`src/hw/rtl/annb_pkg.sv`:
```
// types and codes shared by the annex b nal unit splitter
package annb_pkg;

   localparam int unsigned MaxResults = 4;
   localparam int unsigned CountWidth = $clog2(MaxResults + 1);

   typedef enum logic [2:0] {
      ST_SEARCH0 = 3'd0,
      ST_SEARCH1 = 3'd1,
      ST_SEARCH2 = 3'd2,
      ST_UNIT0   = 3'd3,
      ST_UNIT1   = 3'd4,
      ST_UNIT2   = 3'd5
   } scan_state_type;

   typedef struct packed {
      logic [7:0] stream_byte;
      logic       stream_end;
   } req_payload_type;

   typedef struct packed {
      logic [7:0] payload_byte;
      logic       has_byte;
      logic       unit_end;
      logic       run_last;
   } rsp_payload_type;

   // one buffered result before run_last is attached
   typedef struct packed {
      logic [7:0] payload_byte;
      logic       has_byte;
      logic       unit_end;
   } res_entry_type;

   localparam res_entry_type EntryZero = '{payload_byte: 8'h00, has_byte: 1'b1,
                                          unit_end: 1'b0};
   localparam res_entry_type EntryEnd  = '{payload_byte: 8'h00, has_byte: 1'b0,
                                          unit_end: 1'b1};

endpackage

```
`src/hw/rtl/annb_if.sv`:
```
// valid/ready channels for the byte stream input and the result output
interface annb_req_if
   import annb_pkg::*;
   ();
   logic            valid;
   logic            ready;
   req_payload_type data;

   modport source (output valid, output data, input ready);
   modport sink (input valid, input data, output ready);
endinterface

interface annb_rsp_if
   import annb_pkg::*;
   ();
   logic            valid;
   logic            ready;
   rsp_payload_type data;

   modport source (output valid, output data, input ready);
   modport sink (input valid, input data, output ready);
endinterface

```
`src/hw/rtl/annexb_nal_unit_splitter_unit.sv`:
```
// Annex B start code parser: splits a byte stream into NAL unit bytes and unit-end markers.
// One stream byte is taken per item on req_ch and produces zero to four results on rsp_ch,
// one result per cycle while rsp_ch.ready is high. The scan state is updated in the cycle
// the byte is taken, and its results go into a four-entry result buffer that drains at one
// entry per cycle while rsp_ch.ready is high. A new byte is taken while the buffer is
// empty or while its last entry leaves, so the drain of the result buffer sets the byte
// rate. Bytes ahead of the first 00 00 01 are discarded, extra zeros of a start code are
// dropped, and zeros held at a start code or stream end vanish.
module annexb_nal_unit_splitter_unit
   import annb_pkg::*;
(
   input  logic        clock,
   input  logic        reset,
   annb_req_if.sink    req_ch,
   annb_rsp_if.source  rsp_ch
);

   scan_state_type        state_ff;
   scan_state_type        state_in;
   logic [CountWidth-1:0] rem_ff;
   res_entry_type         res_ff [MaxResults];

   res_entry_type         res_c [MaxResults];
   logic [CountWidth-1:0] cnt_c;
   logic [7:0]            b;
   logic                  push;
   logic                  pop;

   assign b    = req_ch.data.stream_byte;
   assign push = req_ch.valid && req_ch.ready;
   assign pop  = rsp_ch.valid && rsp_ch.ready;

   // take a byte when the buffer is empty or its last entry leaves now
   assign req_ch.ready = (rem_ff == '0) || ((rem_ff == CountWidth'(1)) && rsp_ch.ready);

   assign rsp_ch.valid             = (rem_ff != '0);
   assign rsp_ch.data.payload_byte = res_ff[0].payload_byte;
   assign rsp_ch.data.has_byte     = res_ff[0].has_byte;
   assign rsp_ch.data.unit_end     = res_ff[0].unit_end;
   assign rsp_ch.data.run_last     = (rem_ff == CountWidth'(1));

   // next scan state and the results of one byte
   always_comb begin
      state_in = state_ff;
      cnt_c    = '0;
      for (int i = 0; i < MaxResults; i++) begin
         res_c[i] = EntryEnd;
      end
      case (state_ff)
         ST_SEARCH1: begin
            state_in = (b == 8'h00) ? ST_SEARCH2 : ST_SEARCH0;
         end
         ST_SEARCH2: begin
            if (b == 8'h01) begin
               state_in = ST_UNIT0;
            end else if (b != 8'h00) begin
               state_in = ST_SEARCH0;
            end
         end
         ST_UNIT0: begin
            if (b != 8'h00) begin
               res_c[0] = '{payload_byte: b, has_byte: 1'b1, unit_end: 1'b0};
               cnt_c    = CountWidth'(1);
            end else begin
               state_in = ST_UNIT1;
            end
         end
         ST_UNIT1: begin
            if (b != 8'h00) begin
               res_c[0] = EntryZero;
               res_c[1] = '{payload_byte: b, has_byte: 1'b1, unit_end: 1'b0};
               cnt_c    = CountWidth'(2);
               state_in = ST_UNIT0;
            end else begin
               state_in = ST_UNIT2;
            end
         end
         ST_UNIT2: begin
            // start code inside a unit closes it and opens the next one
            if (b == 8'h01) begin
               res_c[0] = EntryEnd;
               cnt_c    = CountWidth'(1);
               state_in = ST_UNIT0;
            end else if (b != 8'h00) begin
               res_c[0] = EntryZero;
               res_c[1] = EntryZero;
               res_c[2] = '{payload_byte: b, has_byte: 1'b1, unit_end: 1'b0};
               cnt_c    = CountWidth'(3);
               state_in = ST_UNIT0;
            end
         end
         default: begin
            state_in = (b == 8'h00) ? ST_SEARCH1 : ST_SEARCH0;
         end
      endcase
      if (req_ch.data.stream_end) begin
         if ((state_in == ST_UNIT0) || (state_in == ST_UNIT1) || (state_in == ST_UNIT2)) begin
            res_c[cnt_c[1:0]] = EntryEnd;
            cnt_c             = cnt_c + CountWidth'(1);
         end
         state_in = ST_SEARCH0;
      end
   end

   always_ff @(posedge clock) begin
      if (reset) begin
         state_ff <= ST_SEARCH0;
         rem_ff   <= '0;
      end else if (push) begin
         state_ff <= state_in;
         rem_ff   <= cnt_c;
      end else if (pop) begin
         rem_ff <= rem_ff - CountWidth'(1);
      end
   end

   // result buffer: loaded whole on a new byte, shifted down as entries leave
   always_ff @(posedge clock) begin
      if (push) begin
         for (int i = 0; i < MaxResults; i++) begin
            res_ff[i] <= res_c[i];
         end
      end else if (pop) begin
         for (int i = 0; i < MaxResults - 1; i++) begin
            res_ff[i] <= res_ff[i + 1];
         end
      end
   end

   a_rem_bound: assert property (@(posedge clock) disable iff (reset)
      rem_ff <= CountWidth'(MaxResults))
      else $error("result count above buffer depth");

   a_drain_step: assert property (@(posedge clock) disable iff (reset)
      (pop && !push) |=> (rem_ff == $past(rem_ff) - CountWidth'(1)))
      else $error("result buffer did not drain by one");

   a_result_kind: assert property (@(posedge clock) disable iff (reset)
      rsp_ch.valid |-> (rsp_ch.data.has_byte != rsp_ch.data.unit_end))
      else $error("result is neither a byte nor a unit end");

   a_end_resets: assert property (@(posedge clock) disable iff (reset)
      (push && req_ch.data.stream_end) |=> (state_ff == ST_SEARCH0))
      else $error("scan state not cleared after stream end");

endmodule
```
`src/flat_wrapper.sv`:
```
// flat-port wrapper written by rule: the top's interface ports become plain ports
module annexb_nal_unit_splitter_unit_flat import annb_pkg::*;
  (clock, reset, req_ch_valid, req_ch_data, req_ch_ready, rsp_ch_valid, rsp_ch_data, rsp_ch_ready);
  annb_req_if req_ch_i ();
  annb_rsp_if rsp_ch_i ();
  input  logic clock;
  input  logic reset;
  input wire logic [$bits(req_ch_i.valid)-1:0] req_ch_valid;
  input wire logic [$bits(req_ch_i.data)-1:0] req_ch_data;
  output wire logic [$bits(req_ch_i.ready)-1:0] req_ch_ready;
  output wire logic [$bits(rsp_ch_i.valid)-1:0] rsp_ch_valid;
  output wire logic [$bits(rsp_ch_i.data)-1:0] rsp_ch_data;
  input wire logic [$bits(rsp_ch_i.ready)-1:0] rsp_ch_ready;
  assign req_ch_i.valid = req_ch_valid;
  assign req_ch_i.data = req_ch_data;
  assign req_ch_ready = req_ch_i.ready;
  assign rsp_ch_valid = rsp_ch_i.valid;
  assign rsp_ch_data = rsp_ch_i.data;
  assign rsp_ch_i.ready = rsp_ch_ready;
  annexb_nal_unit_splitter_unit u_core (.clock(clock), .reset(reset), .req_ch(req_ch_i), .rsp_ch(rsp_ch_i));
endmodule
```
`config.mk`:
```
export PLATFORM = sky130hd
export DESIGN_NAME = annexb_nal_unit_splitter_unit_flat
export DESIGN_NICKNAME = d
export VERILOG_FILES = /design/src/hw/rtl/annb_pkg.sv /design/src/hw/rtl/annb_if.sv /design/src/hw/rtl/annexb_nal_unit_splitter_unit.sv /design/src/flat_wrapper.sv
export SDC_FILE = /design/constraint.sdc
export NUM_CORES = 1
export LEC_CHECK = 0
export BUFFER_PORTS_ARGS = -buffer_cell sky130_fd_sc_hd__buf_2
export CELL_PAD_IN_SITES_DETAIL_PLACEMENT = 2
export CELL_PAD_IN_SITES_GLOBAL_PLACEMENT = 2
export CORE_MARGIN = 2
export CORE_UTILIZATION = 33
export CTS_CLUSTER_DIAMETER = 200
export CTS_CLUSTER_SIZE = 14
export DETAILED_ROUTE_END_ITERATION = 8
export PLACE_DENSITY = 0.72
export SLEW_MARGIN = 5
export SYNTH_ARGS = -nofsm -noshare
export SYNTH_HDL_FRONTEND = slang
export SYNTH_SLANG_ARGS = --single-unit
```
`constraint.sdc`:
```
create_clock -name clock -period 2.3 [get_ports clock]
set_input_delay 0.115 -clock clock [delete_from_list [all_inputs] [get_ports clock]]
set_output_delay 0.115 -clock clock [all_outputs]
set_load 0.02 [all_outputs]
```
==> flow_summary_export.csv <==
group,metric,value,unit
final_layout,area_growth,18.3,%
setup_path,path_cells,"inv_1 -> ha_1 -> a21oi_1 -> or3b_1 -> and2_4 -> a2111oi_4 -> buf_6 -> nand2_1",
placed_design,gp_congestion,0.810,
detailed_routing,num_vias,1529,
cts,cts_buffers,5,
detailed_routing,drt-met1-wl,2440,µm
timing,tightest_slew,0.480,ns
floorplanning,core,5850,µm²
power,power_density,1150,nW/µm²
power,leakagePower,0.882,nW
placed_design,post-place-ws,-0.00728,ns
detailed_routing,top_layer,"met4",
cts,clock_sinks,36,
setup_path,critical-path-slowest-cell,"or3b_1",
timing,skew,0.00752,ns
setup_path,path_max_fanout,10,
global_route,grt_first_pass_wirelength,8340,µm
placed_design,hpwlAfterDp,3750,µm
global_route,grt_usage,17.1,%
cts,clockRootBuffer,"clkbuf_8",
yosys,synth-main-ff-cell,"edfxtp_1",
floorplanning,start_util,33.7,%
timing,rsz0062_at_grt,"no",
setup_path,crit_required,2.35,ns
final_layout,drive_gt1_share,25.0,%
detailed_routing,drt-pass1-iter-count,4,
floorplanning,rows,28,
setup_path,cpPeakStageDelay,0.39,ns
timing,fin_ws,0.109,ns
timing,setup_tns,0,ns
timing,report.final.slew_viol_count,0,
run_status,run_status,"complete, no violations",
global_route,grt_antenna_before_repair,0,
power,ir_worst_vdd,0.000334,V
final_layout,final_nets,235,
yosys,syn_inst,181,
detailed_routing,drc,0,
timing,period_needed,2.19,ns
global_route,grt_overflow,0,
setup_path,critical_path.startpoint_type,"flip-flop",
setup_path,cp-end-kind,"flip-flop",
cts,clk_pin_slew,0.07,ns
detailed_routing,wl_met2,2680,µm
detailed_routing,routedWlPerCell,18.3,µm
run,max-cap-violations,0,
detailed_routing,routed_wl,5330,µm
setup_path,arrival,2.24,ns
cts,clkLatencyLatePin,0.30,ns
placed_design,port_buffers,25,
cts,clock_path_buffers,2,
timing,timing.fmax,0.456,GHz
global_route,grt_pass1_vias,1634,
setup_path,path_buf_inv,2,
final_layout,fill_cells,635,
yosys,ys_types,44,
timing,finalSetupViolations,0,
cts,htreeDepth,2,
min_path,hold_class,"input pin to flip-flop",
yosys,synthesis.nets,201,
global_route,grt_max_degree,35,
cts,cts_tree,"built",
timing,hold_viol,0,
yosys,syn_area_per_cell,10.9,µm²
final_layout,n_antenna_cell,0,
detailed_routing,ant_nets,0,
timing,slew_headroom,68.0,%
yosys,synth_seq_cells,36,
yosys,ys_seq_area_share,51.8,%
setup_path,cp_top_family,"simple AND/OR/NAND/NOR gates",
floorplanning,die_x,81.3,µm
yosys,synth_async_sr_flop_share,0,%
detailed_routing,dr_wl_met3,136,µm
detailed_routing,drtIter0Drc,54,
yosys,syn_area,1970,µm²
floorplanning,pin_count,26,
timing,period_share,95.3,%
floorplanning,die_h,81.3,µm
yosys,synth_warnings,0,
yosys,synth_enable_flop_cells,30,
setup_path,crit_type,"flip-flop to flip-flop",
detailed_routing,viasPerCell,5.25,
floorplanning,dieArea,6610,µm²
[cells by family (layout without fill, tap and decap cells)]
group           Yosys count  count (layout)  synth area share [%]
xor+xnor                  1               1                 0.444
fa+ha+maj                 7               7                  4.44
simple gates             68              68                  18.5
mux                       2               2                  1.33
compound gates           50              50                  19.4
buf+inv                  17              52                  4.19
flops                    36              36                  51.8
[metrics by stage]
stage	instance area [µm²]	power (W)	hold WS, ns	instances	util [%]
final	2330	0.00268	0.0758	291	39.9
after global routing	2330	0.00286	0.0936	291	39.9
after CTS	2320	0.00270	0.0798	291	39.6
after detailed placement	2230	0.00224	0.395	283	38.1
after global placement	2230	0.00216	0.388	283	38.1
after floorplan	1980	0.00191	0.184	181	-
[path summary, 6_finish.rpt]
kind	startpoint	to	slack (ns)	cells after the start
min reg2reg	u_core.res_ff[2][6]	u_core.res_ff[1][6]	0.54	2
max	u_core.rem_ff[0]	u_core.res_ff[2][0]	0.11	8
min	reset	u_core.state_ff[2]	0.08	2
max reg2reg	u_core.rem_ff[0]	u_core.res_ff[2][0]	0.11	8
[flip-flops by register name (all words and copies together), names as in the netlist]
register / flops
u_core.state_ff: 3
u_core.res_ff: 30
u_core.rem_ff: 3
[per-layer routing]
metal  vias to the layer above  GRT usage [%]
met2                        22           29.3
met3                         5           3.78
met5                         -              0
li1                        735              -
met1                       767           21.4
met4                         0           5.08
[cells in the mapped netlist (3+ instances only)]
| library cell | number | area (µm²) |
|---|---|---|
| inv_1 | 7 | 26.3 |
| clkbuf_1 | 5 | 18.8 |
| nand2_1 | 28 | 105 |
| nor2_1 | 7 | 26.3 |
| and2_1 | 8 | 50.1 |
| buf_2 | 3 | 15.0 |
| ha_1 | 7 | 87.6 |
| nand3_1 | 3 | 15.0 |
| a211oi_1 | 3 | 22.5 |
| o21ai_1 | 13 | 65.1 |
| or4_1 | 3 | 22.5 |
| nor2b_1 | 4 | 25.0 |
| a31oi_1 | 3 | 18.8 |
| a21oi_1 | 8 | 40.0 |
| dfxtp_1 | 6 | 120 |
| a22o_1 | 8 | 70.1 |
| nor3_1 | 3 | 15.0 |
| edfxtp_1 | 30 | 901 |
[area by class of cell]
class | count | area [µm²] | share of cell area, %
tap | 75 | 93.8 | 4.02
inverter | 7 | 26.3 | 1.13
clock inverter | 3 | 18.8 | 0.804
multi-input combinational | 128 | 886 | 38.0
timing repair buffer | 37 | 219 | 9.38
clock buffer | 5 | 68.8 | 2.95
sequential | 36 | 1020 | 43.8
[placed cells by master, fill, tap and decap left out, drive strengths merged, types with 7 or more instances in the layout]
cell type and count:
buf 37, edfxtp 30, a21oi 8, ha 7
nor2 7, o21ai 14, nand2 28, and2 9
inv 7, a22o 8
[where the power goes]
| group | switching (W) | internal, W | leakage (nW) |
|---|---|---|---|
| logic | 0.000713 | 0.000375 | 0.487 |
| registers | 0.0000861 | 0.00105 | 0.347 |
| clock network | 0.000242 | 0.000211 | 0.0479 |
[what timing repair did]
action,in CTS,in global routing
endpoints found under the setup margin,0,3
setup buffers,0,0
hold buffers,0,0
endpoints found under the hold margin,0,0
gates resized for setup,0,2
Note: power is estimated with default switching activity, not from simulation.
